[config.mk]
export PLATFORM = sky130hd
export DESIGN_NAME = hash_to_id_binding_table_top
export DESIGN_NICKNAME = d
export VERILOG_FILES = /design/src/htib_pkg.sv /design/src/hash_to_id_binding_table_top.sv /design/src/htib_ram.sv
export SDC_FILE = /design/constraint.sdc
export NUM_CORES = 2
export LEC_CHECK = 0
export ABC_CLOCK_PERIOD_IN_PS = 8800
export BUFFER_PORTS_ARGS = -buffer_cell sky130_fd_sc_hd__clkbuf_2
export CORE_MARGIN = 4
export CORE_UTILIZATION = 35
export DETAILED_ROUTE_END_ITERATION = 6
export GPL_TIMING_DRIVEN = 0
export PLACE_DENSITY = 0.6
export REMOVE_ABC_BUFFERS = 1
export SLEW_MARGIN = 20
export SYNTH_ARGS = -nofsm -noshare
export SYNTH_HDL_FRONTEND = slang
export SYNTH_MEMORY_MAX_BITS = 65536
export SYNTH_SLANG_ARGS = --single-unit
[constraint.sdc]
create_clock -name clk -period 8.8 [get_ports clk]
set_input_delay 0.88 -clock clk [delete_from_list [all_inputs] [get_ports clk]]
set_output_delay 0.88 -clock clk [all_outputs]
set_load 0.03 [all_outputs]
[src/htib_pkg.sv]
// Package for the hash-to-id binding table: codes, entry type and defaults.
// No dependencies.
package htib_pkg;

  localparam int DEF_DEPTH = 64;
  localparam logic [7:0] RESERVED_NODE = 8'hFF;

  localparam logic [1:0] FN_SET  = 2'd0;
  localparam logic [1:0] FN_FIND = 2'd1;
  localparam logic [1:0] FN_AGE  = 2'd2;

  localparam logic [1:0] REG_CAP    = 2'd0;
  localparam logic [1:0] REG_EXPIRY = 2'd1;
  localparam logic [1:0] REG_NODE   = 2'd2;
  localparam logic [1:0] REG_HASH   = 2'd3;

  localparam logic [2:0] ST_ADDED    = 3'd0;
  localparam logic [2:0] ST_UPDATED  = 3'd1;
  localparam logic [2:0] ST_RESERVED = 3'd2;
  localparam logic [2:0] ST_CONFLICT = 3'd3;
  localparam logic [2:0] ST_FULL     = 3'd4;
  localparam logic [2:0] ST_FOUND    = 3'd5;
  localparam logic [2:0] ST_MISS     = 3'd6;
  localparam logic [2:0] ST_AGED     = 3'd7;

  localparam int ENTRY_W = 75;

  typedef struct packed {
    logic [31:0] key_hash;
    logic [31:0] seen;
    logic [7:0]  node;
    logic [1:0]  origin;
    logic        conf;
  } entry_t;

  typedef enum logic [3:0] {
    S_IDLE, S_SRCH_RD, S_SRCH_CHK, S_CMP_RD, S_CMP_CHK, S_APPEND, S_FIND_RD,
    S_FIND_CHK, S_DONE
  } state_t;

endpackage

[src/hash_to_id_binding_table_top.sv]
// Hash-to-id binding table: entry RAM, scan sequencer and result register.
// Depends on htib_pkg and htib_ram.
// Set searches then compacts the entries (not on a conflict), find scans them, age compacts
// them if expiry is on; each entry takes a read then a check state on the single read port.
// Throughput: one word per operation; a new word is taken once the result is taken.
// Reset: synchronous active low; clears entry count, registers to defaults.
module hash_to_id_binding_table_top
  import htib_pkg::*;
#(
  parameter int TABLE_DEPTH = DEF_DEPTH
) (
  input  logic        clk,
  input  logic        rst_n,
  input  logic        in_tvalid,
  output logic        in_tready,
  // func[1:0], node[9:2], key_hash[41:10], origin_kind[43:42],
  // is_authoritative[44], now_ms[76:45], zero fill
  input  logic [79:0] in_tdata,
  output logic        out_tvalid,
  input  logic        out_tready,
  // status[2:0], found_node[10:3], found_authoritative[11], removed_count[18:12], zero fill
  output logic [23:0] out_tdata,
  input  logic        cfg_we,
  input  logic [1:0]  cfg_index,
  input  logic [31:0] cfg_wdata
);
  localparam int AW = $clog2(TABLE_DEPTH);
  localparam int CW = $clog2(TABLE_DEPTH + 1);

  logic [6:0]  cap_r;
  logic [31:0] expiry_r, own_hash_r;
  logic [7:0]  own_node_r;

  state_t state_r, state_nxt;
  logic [CW-1:0] count_r, count_nxt, rd_r, rd_nxt, wr_r, wr_nxt;
  logic [1:0]  func_r;
  logic [7:0]  node_r;
  logic [31:0] hash_r, now_r;
  logic [1:0]  origin_r;
  logic        conf_r;
  logic [6:0]  removed_r, removed_nxt;
  logic [2:0]  status_r, status_nxt;
  logic [7:0]  fnode_r, fnode_nxt;
  logic        fconf_r, fconf_nxt;
  logic        upd_r, upd_nxt;
  logic        outv_r;

  logic          ram_we;
  logic [AW-1:0] ram_waddr, ram_raddr;
  entry_t        ram_wdata, ram_rdata;
  logic [ENTRY_W-1:0] ram_rbits;

  htib_ram #(.WIDTH(ENTRY_W), .DEPTH(TABLE_DEPTH)) u_ram (
    .clk(clk), .we(ram_we), .waddr(ram_waddr), .wdata(ram_wdata),
    .raddr(ram_raddr), .rdata(ram_rbits)
  );
  assign ram_rdata = entry_t'(ram_rbits);

  logic start;
  assign in_tready = (state_r == S_IDLE) && !outv_r;
  assign start = in_tvalid && in_tready;

  logic [CW-1:0] cap_eff;
  assign cap_eff = (int'(cap_r) > TABLE_DEPTH) ? CW'(TABLE_DEPTH) : CW'(cap_r);

  logic expired, drop;
  always_comb begin
    expired = 1'b0;
    if (!((ram_rdata.node == own_node_r) && (ram_rdata.key_hash == own_hash_r))
        && (expiry_r != 32'd0)) begin
      expired = (now_r - ram_rdata.seen) >= expiry_r;
    end
  end

  // compaction drop decision for the entry just read
  always_comb begin
    if (func_r == FN_AGE) begin
      drop = expired;
    end else begin
      drop = (ram_rdata.key_hash == hash_r) && (ram_rdata.node != node_r);
    end
  end

  entry_t new_e;
  assign new_e = '{key_hash: hash_r, seen: now_r, node: node_r, origin: origin_r,
                   conf: conf_r};

  always_comb begin
    state_nxt = state_r;
    unique case (state_r)
      S_IDLE: begin
        if (start) begin
          unique case (in_tdata[1:0])
            FN_SET:  state_nxt = (in_tdata[9:2] == RESERVED_NODE) ? S_DONE : S_SRCH_RD;
            FN_FIND: state_nxt = S_FIND_RD;
            FN_AGE:  state_nxt = (expiry_r == 32'd0) ? S_DONE : S_CMP_RD;
            default: state_nxt = S_DONE;
          endcase
        end
      end
      S_SRCH_RD:  state_nxt = (rd_r >= count_r) ? (upd_r ? S_CMP_RD : S_CMP_RD)
                                                : S_SRCH_CHK;
      S_SRCH_CHK: begin
        if (ram_rdata.node == node_r) begin
          state_nxt = ((ram_rdata.key_hash != hash_r) && !conf_r) ? S_DONE : S_CMP_RD;
        end else begin
          state_nxt = S_SRCH_RD;
        end
      end
      S_CMP_RD:   state_nxt = (rd_r >= count_r) ? ((func_r == FN_SET && !upd_r) ?
                                                   S_APPEND : S_DONE) : S_CMP_CHK;
      S_CMP_CHK:  state_nxt = S_CMP_RD;
      S_APPEND:   state_nxt = S_DONE;
      S_FIND_RD:  state_nxt = (rd_r >= count_r) ? S_DONE : S_FIND_CHK;
      S_FIND_CHK: state_nxt = ((ram_rdata.key_hash == hash_r) && !expired) ? S_DONE
                                                                           : S_FIND_RD;
      S_DONE:     state_nxt = S_IDLE;
      default:    state_nxt = S_IDLE;
    endcase
  end

  always_comb begin
    rd_nxt = rd_r;
    wr_nxt = wr_r;
    count_nxt = count_r;
    removed_nxt = removed_r;
    status_nxt = status_r;
    fnode_nxt = fnode_r;
    fconf_nxt = fconf_r;
    upd_nxt = upd_r;
    ram_we = 1'b0;
    ram_waddr = wr_r[AW-1:0];
    ram_wdata = ram_rdata;
    ram_raddr = rd_r[AW-1:0];
    unique case (state_r)
      S_IDLE: begin
        if (start) begin
          rd_nxt = '0;
          wr_nxt = '0;
          removed_nxt = '0;
          fnode_nxt = '0;
          fconf_nxt = 1'b0;
          upd_nxt = 1'b0;
          unique case (in_tdata[1:0])
            FN_SET:  status_nxt = (in_tdata[9:2] == RESERVED_NODE) ? ST_RESERVED : ST_ADDED;
            FN_FIND: status_nxt = ST_MISS;
            FN_AGE:  status_nxt = ST_AGED;
            default: status_nxt = ST_MISS;
          endcase
        end
      end
      S_SRCH_RD: begin
        if (rd_r >= count_r) begin
          rd_nxt = '0;
        end else begin
          rd_nxt = rd_r + CW'(1);
        end
      end
      S_SRCH_CHK: begin
        if (ram_rdata.node == node_r) begin
          if ((ram_rdata.key_hash != hash_r) && !conf_r) begin
            status_nxt = ST_CONFLICT;
          end else begin
            ram_we = 1'b1;
            ram_waddr = AW'(rd_r - CW'(1));
            ram_wdata = new_e;
            upd_nxt = 1'b1;
            status_nxt = ST_UPDATED;
            rd_nxt = '0;
          end
        end
      end
      S_CMP_RD: begin
        if (rd_r >= count_r) begin
          count_nxt = wr_r;
          if (func_r == FN_SET && !upd_r && wr_r >= cap_eff) begin
            status_nxt = ST_FULL;
          end
        end else begin
          rd_nxt = rd_r + CW'(1);
        end
      end
      S_CMP_CHK: begin
        if (drop) begin
          removed_nxt = removed_r + 7'd1;
        end else begin
          ram_we = 1'b1;
          wr_nxt = wr_r + CW'(1);
        end
      end
      S_APPEND: begin
        if (count_r < cap_eff) begin
          ram_we = 1'b1;
          ram_waddr = count_r[AW-1:0];
          ram_wdata = new_e;
          count_nxt = count_r + CW'(1);
        end
      end
      S_FIND_RD: rd_nxt = rd_r + CW'(1);
      S_FIND_CHK: begin
        if ((ram_rdata.key_hash == hash_r) && !expired) begin
          status_nxt = ST_FOUND;
          fnode_nxt = ram_rdata.node;
          fconf_nxt = ram_rdata.conf;
        end
      end
      S_DONE: ;
      default: ;
    endcase
  end

  always_ff @(posedge clk) begin
    if (!rst_n) begin
      state_r <= S_IDLE;
      count_r <= '0;
      outv_r <= 1'b0;
      cap_r <= 7'd64;
      expiry_r <= '0;
      own_node_r <= '0;
      own_hash_r <= '0;
    end else begin
      state_r <= state_nxt;
      count_r <= count_nxt;
      if (state_r == S_DONE) begin
        outv_r <= 1'b1;
      end else if (out_tready) begin
        outv_r <= 1'b0;
      end
      if (cfg_we) begin
        unique case (cfg_index)
          REG_CAP:    cap_r <= cfg_wdata[6:0];
          REG_EXPIRY: expiry_r <= cfg_wdata;
          REG_NODE:   own_node_r <= cfg_wdata[7:0];
          REG_HASH:   own_hash_r <= cfg_wdata;
          default: ;
        endcase
      end
    end
  end

  always_ff @(posedge clk) begin
    rd_r <= rd_nxt;
    wr_r <= wr_nxt;
    removed_r <= removed_nxt;
    status_r <= status_nxt;
    fnode_r <= fnode_nxt;
    fconf_r <= fconf_nxt;
    upd_r <= upd_nxt;
    if (start) begin
      func_r <= in_tdata[1:0];
      node_r <= in_tdata[9:2];
      hash_r <= in_tdata[41:10];
      origin_r <= in_tdata[43:42];
      conf_r <= in_tdata[44];
      now_r <= in_tdata[76:45];
    end
  end

  assign out_tvalid = outv_r;
  assign out_tdata = {5'd0, removed_r, fconf_r, fnode_r, status_r};

`ifndef SYNTHESIS
  a_count_cap: assert property (@(posedge clk) disable iff (!rst_n)
    count_r <= CW'(TABLE_DEPTH)) else $error("entry count beyond depth");
  a_no_accept_busy: assert property (@(posedge clk) disable iff (!rst_n)
    (state_r != S_IDLE) |-> !in_tready) else $error("accept while busy");
  a_done_valid: assert property (@(posedge clk) disable iff (!rst_n)
    (state_r == S_DONE) |=> out_tvalid) else $error("result not presented");
`endif
endmodule

[src/htib_ram.sv]
// Generic single-port-write, single-read RAM with registered read data.
// No dependencies.
module htib_ram #(
  parameter int WIDTH = 8,
  parameter int DEPTH = 64
) (
  input  logic                     clk,
  input  logic                     we,
  input  logic [$clog2(DEPTH)-1:0] waddr,
  input  logic [WIDTH-1:0]         wdata,
  input  logic [$clog2(DEPTH)-1:0] raddr,
  output logic [WIDTH-1:0]         rdata
);
  logic [WIDTH-1:0] mem [DEPTH];

  always_ff @(posedge clk) begin
    if (we) begin
      mem[waddr] <= wdata;
    end
    rdata <= mem[raddr];
  end
endmodule
### Yosys cells after proc, flatten, opt, wreduce, memory -nomap -nowiden

Memories as Yosys holds them, arrays and structs flattened. A register that Yosys moved wholly into a read port is not among the register bits.
Index checks and enable logic that the tools add are counted.

| storage, ports and cells | value |
|---|---|
| memories kept | 1 |
| input port bits | 119 |
| output and inout bits | 26 |
| flip-flop bits (word level) | 202 |
| RAM bits | 4800 |

| cells by class | value |
|---|---|
| magnitude comparators | 5 |
| add/subtract/negate cells | 6 |
| mux-type cells | 63 |
| eq/ne operators | 31 |
| reductions and logical operators | 38 |

Memories:

| name | depth | width | read ports | clocked after Yosys merged registers in | write ports | RTL line | RTL |
|---|---|---|---|---|---|---|---|
| u_ram.mem | 64 | 75 | 1 | 1 | 1 | htib_ram.sv:14 | `logic [WIDTH-1:0] mem [DEPTH];` |

Operators with widths:

| cell | number |
|---|---|
| 2-to-1 mux 75 bit | 3 |
| case mux 75 bit (2 select lines) | 1 |
| 2-to-1 mux 7 bit | 10 |
| equality test 32 bit | 2 |
| case mux 7 bit (2 select lines) | 3 |
| 2-to-1 mux 4 bit | 9 |
| case mux 7 bit (5 select lines) | 1 |
| greater-or-equal comparator 32 bit | 1 |
| logical NOT 32 bit | 1 |
| inequality test 32 bit | 1 |
| case mux 4 bit (8 select lines) | 1 |
| nonzero test 32 bit | 1 |
| subtractor 32 bit | 1 |
| adder 7 x 1 -> 7 bit (second input constant) | 4 |
| inequality test 2 bit (second input constant) | 10 |
| 2-to-1 mux 6 bit | 3 |
| equality test 4 x 3 -> 1 bit (second input constant) | 4 |
| equality test 8 bit | 2 |
| 2-to-1 mux 8 bit | 2 |
| case mux 8 bit (2 select lines) | 1 |
| 2-to-1 mux 1 bit | 15 |
| 2-to-1 mux 3 bit | 5 |
| greater-or-equal comparator 7 bit | 2 |
| case mux 3 bit (4 select lines) | 1 |
| other kinds (28) | 59 |

### Depth between registers and ports, before layout

| logic depth | value |
|---|---|
| depth in word-level cells | 10 |
| gate-level depth with buffers | 24 |

### Cells and area by module

Synthesis repeated with hierarchy kept, for this count alone.

| unflattened totals | value |
|---|---|
| cell total of the unflattened synthesis | 8919 |
| area, all modules | 195003.3 µm² |

By module, submodules not included:

| module | cells each | area an instance (µm²) | instances |
|---|---|---|---|
| htib_ram | 7605 | 182526.3 | 1 |
| hash_to_id_binding_table_top | 1314 | 12477.0 | 1 |

### Worst setup path after synthesis

OpenSTA, ideal clock, no wires.

| timing path | value |
|---|---|
| kind | register to register |
| start point | register now_r[0] |
| end point | memory u_ram.mem[26][0] (netlist name) (enable) |
| stages on the path, launching flop included | 24 |
| buffers on the path | 1 |
| required time | 8.295 ns |
| path slack | 0.879 ns |
| arrival time | 7.416 ns |
| clock period less this slack | 7.921 ns |
| cell sequence | edfxtp_1 inv_1 ha_1 inv_1 fa_1 a211oi_1 o21bai_1 a21oi_1 o21ai_0 a31oi_1 o2bb2ai_1 a21oi_1 a211oi_1 nor2b_1 xnor2_1 ha_1 a21o_1 a21o_1 a21o_1 o2111a_1 o21ai_2 nand3_2 buf_2 nor2_1 |

| between the ends | value |
|---|---|
| cells in the longest elaborated chain, start to end | 8 |

RTL lines:

| what | RTL line | RTL |
|---|---|---|
| from (decl) | hash_to_id_binding_table_top.sv:38 | `logic [31:0] hash_r, now_r;` |
| from (signal assigned) | hash_to_id_binding_table_top.sv:255 | `now_r <= in_tdata[76:45];` |
| subtractor 32 bit | hash_to_id_binding_table_top.sv:71 | `expired = (now_r - ram_rdata.seen) >= expiry_r;` |
| greater-or-equal comparator 32 bit | hash_to_id_binding_table_top.sv:71 |  |
| 2-to-1 mux 1 bit | hash_to_id_binding_table_top.sv:69 | `if (!((ram_rdata.node == own_node_r) && (ram_rdata.key_hash == own_hash_r))` |
| 2-to-1 mux 1 bit | hash_to_id_binding_table_top.sv:77 | `if (func_r == FN_AGE) begin` |
| 2-to-1 mux 1 bit | hash_to_id_binding_table_top.sv:184 | `if (drop) begin` |
| case mux 1 bit (3 select lines) | hash_to_id_binding_table_top.sv:135 | `unique case (state_r)` |
| 2-to-1 mux 1 bit | htib_ram.sv:17 | `if (we) begin` |
| 2-to-1 mux 1 bit (implied by the code) | htib_ram.sv:18 | `mem[waddr] <= wdata;` |
| to (decl) | htib_ram.sv:14 |  |

No other way between the ends.

### Worst setup path in the final report

| timing path | value |
|---|---|
| start point | register now_r[0] |
| end point | memory u_ram.mem[61][37] (netlist name) (enable) |

The elaborated chain is that of the path after synthesis.

==> results.json <==
{
  "status": "finished with violations",
  "violated_checks": "DRC, setup timing",
  "crit_required_ns": 9.44,
  "port_buffers": 134,
  "synth_edf_count": 4781,
  "drc": 61,
  "grt.overflow.total": 0,
  "dr.first_iter.drc_count": 13900,
  "critical_path.max_fanout": 16,
  "avgSynthCellArea_um2": 23.6,
  "placed_cells": 15800,
  "combined_global_route_utilization_of_all_metal_layers_pct": 20.3,
  "area_growth_syn_to_layout_pct": 22.4,
  "fin_worst_hold_slack_ns": 0.0815,
  "tritoncts": "built",
  "routed_wl_um": 584000,
  "max_slew_violations": 0,
  "total_vias_in_the_final_route": 95500,
  "holdBufCountCts": 0,
  "drt-vias-per-instance": 5.68,
  "worst_path_most_repeated_cell": "sky130_fd_sc_hd__a21oi_1",
  "top_level_ports": 145,
  "worst_hold_path.endpoint": "hash_r[12]",
  "seq_area_frac_synth_pct": 77.2,
  "die_footprint_um2": 555000,
  "worst_r2r_endpoint": "u_ram.mem[61][37]",
  "routedWlPerCell_um": 34.8,
  "grt_first_pass_wirelength_um": 787000,
  "core_area_um2": 541000,
  "worst_clock_skew_ns": 0.0890,
  "timing.hold.worst.start": "in_tdata[22]",
  "yosys_register_bits": 4945,
  "p_leak_nw": 72.6,
  "ys_types": 70,
  "nNetsFinal": 9390,
  "syn-cell-area_um2": 190000,
  "critical_path.max_stage_delay_ns": 0.86,
  "drv.max_cap_violation_count": 0,
  "worstReg2RegStart": "now_r[0]",
  "power_per_cell_area_nw_per_um2": 318,
  "crit_path_top_delay_cell": "sky130_fd_sc_hd__nand3_2",
  "synth-warning-count": 0,
  "h-tree-depth": 5,
  "post-dp-hpwl_um": 416000,
  "die_height_um": 745,
  "detailedRoute.firstPassIterationCount": 7,
  "drt.antenna.violating_nets": 0,
  "grt_start_max_net_pins": 65,
  "cts.root.buffer_cell": "sky130_fd_sc_hd__clkbuf_16",
  "fin_crit_sh_pct": 103,
  "hp_class": "primary input to flip-flop",
  "number_of_clock_sinks_seen_by_cts": 4945,
  "synth_top_flop_cell": "sky130_fd_sc_hd__edfxtp_1",
  "ctsLongestPathBuffers": 4,
  "mapped_cells": 8054,
  "ir_drop_mv": 0.189,
  "fraction_of_final_layout_cells_sized_beyond_drive_strength_1_pct": 36.2,
  "cts_buffers": 457,
  "grt_setup_unrepaired": "true",
  "end_kind": "flip-flop",
  "hold_depth": 1,
  "finalNonFillerCells": 16800,
  "crit_type": "flip-flop to flip-flop",
  "worst-r2r-cell-count": 26,
  "final.setup.worst_slack_ns": -0.272,
  "routabilityCongestion": 0.809,
  "fmax_mhz": 110,
  "setup_viol": 188,
  "final_hold_viol_count": 0,
  "grt_pass1_vias": 95100,
  "mostFrequentLayoutCell": "sky130_fd_sc_hd__edfxtp_1",
  "grt_antenna_before_repair": 52,
  "asyncSetResetFlopFracSynth_pct": 0,
  "layout.cells.most_common_list": "4781 x sky130_fd_sc_hd__edfxtp_1, 1533 x sky130_fd_sc_hd__mux4_2, 466 x sky130_fd_sc_hd__clkbuf_16",
  "worstPathArrival_ns": 9.71,
  "die_width_um": 745,
  "rows": 270,
  "path_clk_slew_ns": 0.07,
  "crit_path_start_kind": "flip-flop",
  "max-slew-margin-rel_pct": 24.0,
  "period_needed_ns": 9.07,
  "insertion_delay_ns": 1.02,
  "timing_worst_slew_pin_value_ns": 1.14,
  "floorplan.initialDensity_pct": 35.2,
  "r2r_setup_slack_ns": -0.27
}
[cell type report]
cell class	instances	area, um2
diodes	24	60.1
clock buffers	576	12300
clock inverters	276	3050
fillers	44900	308000
inverters	90	345
multi-input cells	2620	42400
flip-flops and latches	4945	147000
well taps	7208	9020
repair buffers	1068	18900
[routing by layer]
metal | track usage, % | up-vias | share of wire, %
li1 | - | 36700 | -
met1 | 25.0 | 51400 | 35
met2 | 33.9 | 5813 | 49
met3 | 4.68 | 1547 | 9.5
met4 | 9.42 | 40 | 5.7
met5 | 0 | - | 0.043
[state kept, by name, summed over array words and instances (netlist names), 8 cells and up]
register / cells
fnode_r: 8
u_ram.rdata: 73
expiry_r: 32
now_r: 32
node_r: 8
hash_r: 32
own_hash_r: 32
u_ram.mem: 4672
own_node_r: 8
[where the power goes]
| group | total, mW | internal (mW) | leakage (nW) | switching (mW) |
|---|---|---|---|---|
| logic | 22.8 | 10.7 | 20.8 | 12.0 |
| clock network | 20.4 | 11.6 | 7.45 | 8.79 |
| registers | 30.9 | 30.0 | 44.4 | 0.847 |
| total | 74.0 | 52.3 | 72.6 | 21.7 |
[synthesized netlist by cell type, types with 13 or more instances]
cell type	number	area (um2)
sky130_fd_sc_hd__xor2_1	56	490
sky130_fd_sc_hd__nor4_1	20	125
sky130_fd_sc_hd__and2_1	13	81.3
sky130_fd_sc_hd__inv_1	90	338
sky130_fd_sc_hd__ha_1	88	1100
sky130_fd_sc_hd__mux4_2	1533	34500
sky130_fd_sc_hd__nor2_1	150	563
sky130_fd_sc_hd__nand3_1	23	115
sky130_fd_sc_hd__nor3_1	14	70.1
sky130_fd_sc_hd__o21ai_0	60	300
sky130_fd_sc_hd__dfxtp_1	164	3280
sky130_fd_sc_hd__nand2_1	218	818
sky130_fd_sc_hd__nand4_1	21	131
sky130_fd_sc_hd__mux2_2	40	450
sky130_fd_sc_hd__clkbuf_1	272	1020
sky130_fd_sc_hd__xnor2_1	73	639
sky130_fd_sc_hd__buf_1	116	435
sky130_fd_sc_hd__mux2i_1	14	140
sky130_fd_sc_hd__edfxtp_1	4781	144000
sky130_fd_sc_hd__a21oi_1	117	586
sky130_fd_sc_hd__a21o_1	40	300
[worst max path at each step]
stage                     startpoint           endpoint  slack [ns]
after global placement       rd_r[0]  u_ram.mem[46][31]      -74.32
after global routing        now_r[0]  u_ram.mem[61][27]       -0.42
final                       now_r[0]  u_ram.mem[61][37]       -0.27
after CTS                   now_r[0]   u_ram.mem[1][34]        0.03
after detailed placement    now_r[0]  u_ram.mem[12][33]       -0.11
after floorplan              rd_r[0]  u_ram.mem[38][10]      -41.59
[cells by family after synthesis]
family	share of synthesized area [%]
multiplexers	18.5
buffers and inverters	0.997
XOR/XNOR	0.594
AND/OR/NAND/NOR	1.20
adder cells (fa/ha/maj)	0.589
AO/OA/AOI/OAI	0.980
other	0.00197
flip-flops	77.2
[critical path, delay by kind of cell, from the launching register on]
kind / cells / cell delay [ns]
AO/OA/AOI/OAI: 12 / 3.56
XOR/XNOR: 1 / 0.35
adder cells (fa/ha/maj): 3 / 1.21
buffers and inverters: 7 / 1.31
flip-flops: 1 / 0.35
AND/OR/NAND/NOR: 3 / 1.87
[metrics by stage]
step                      TNS, ns  instance area [um2]  power [mW]  worst slack (ns)  util [%]
after floorplan                 -               189000        46.2            -41.59         -
final                      -19.64               233000        74.0            -0.272      43.0
after CTS                       0               232000        74.1            0.0259      42.9
after global placement          -               198000        48.8            -74.32      36.7
after detailed placement    -2.85               217000        53.9            -0.108      40.0
after global routing       -76.12               233000        76.4            -0.425      43.0
[what timing repair did]
item | in CTS | in global routing
resized for setup | 0 | 0
pin swaps | 8 | 24
endpoints found under the setup margin | 71 | 1070
setup buffers | 18 | 82
hold endpoints to repair | 0 | 0
No activity file was read; power rests on OpenSTA's default activity.
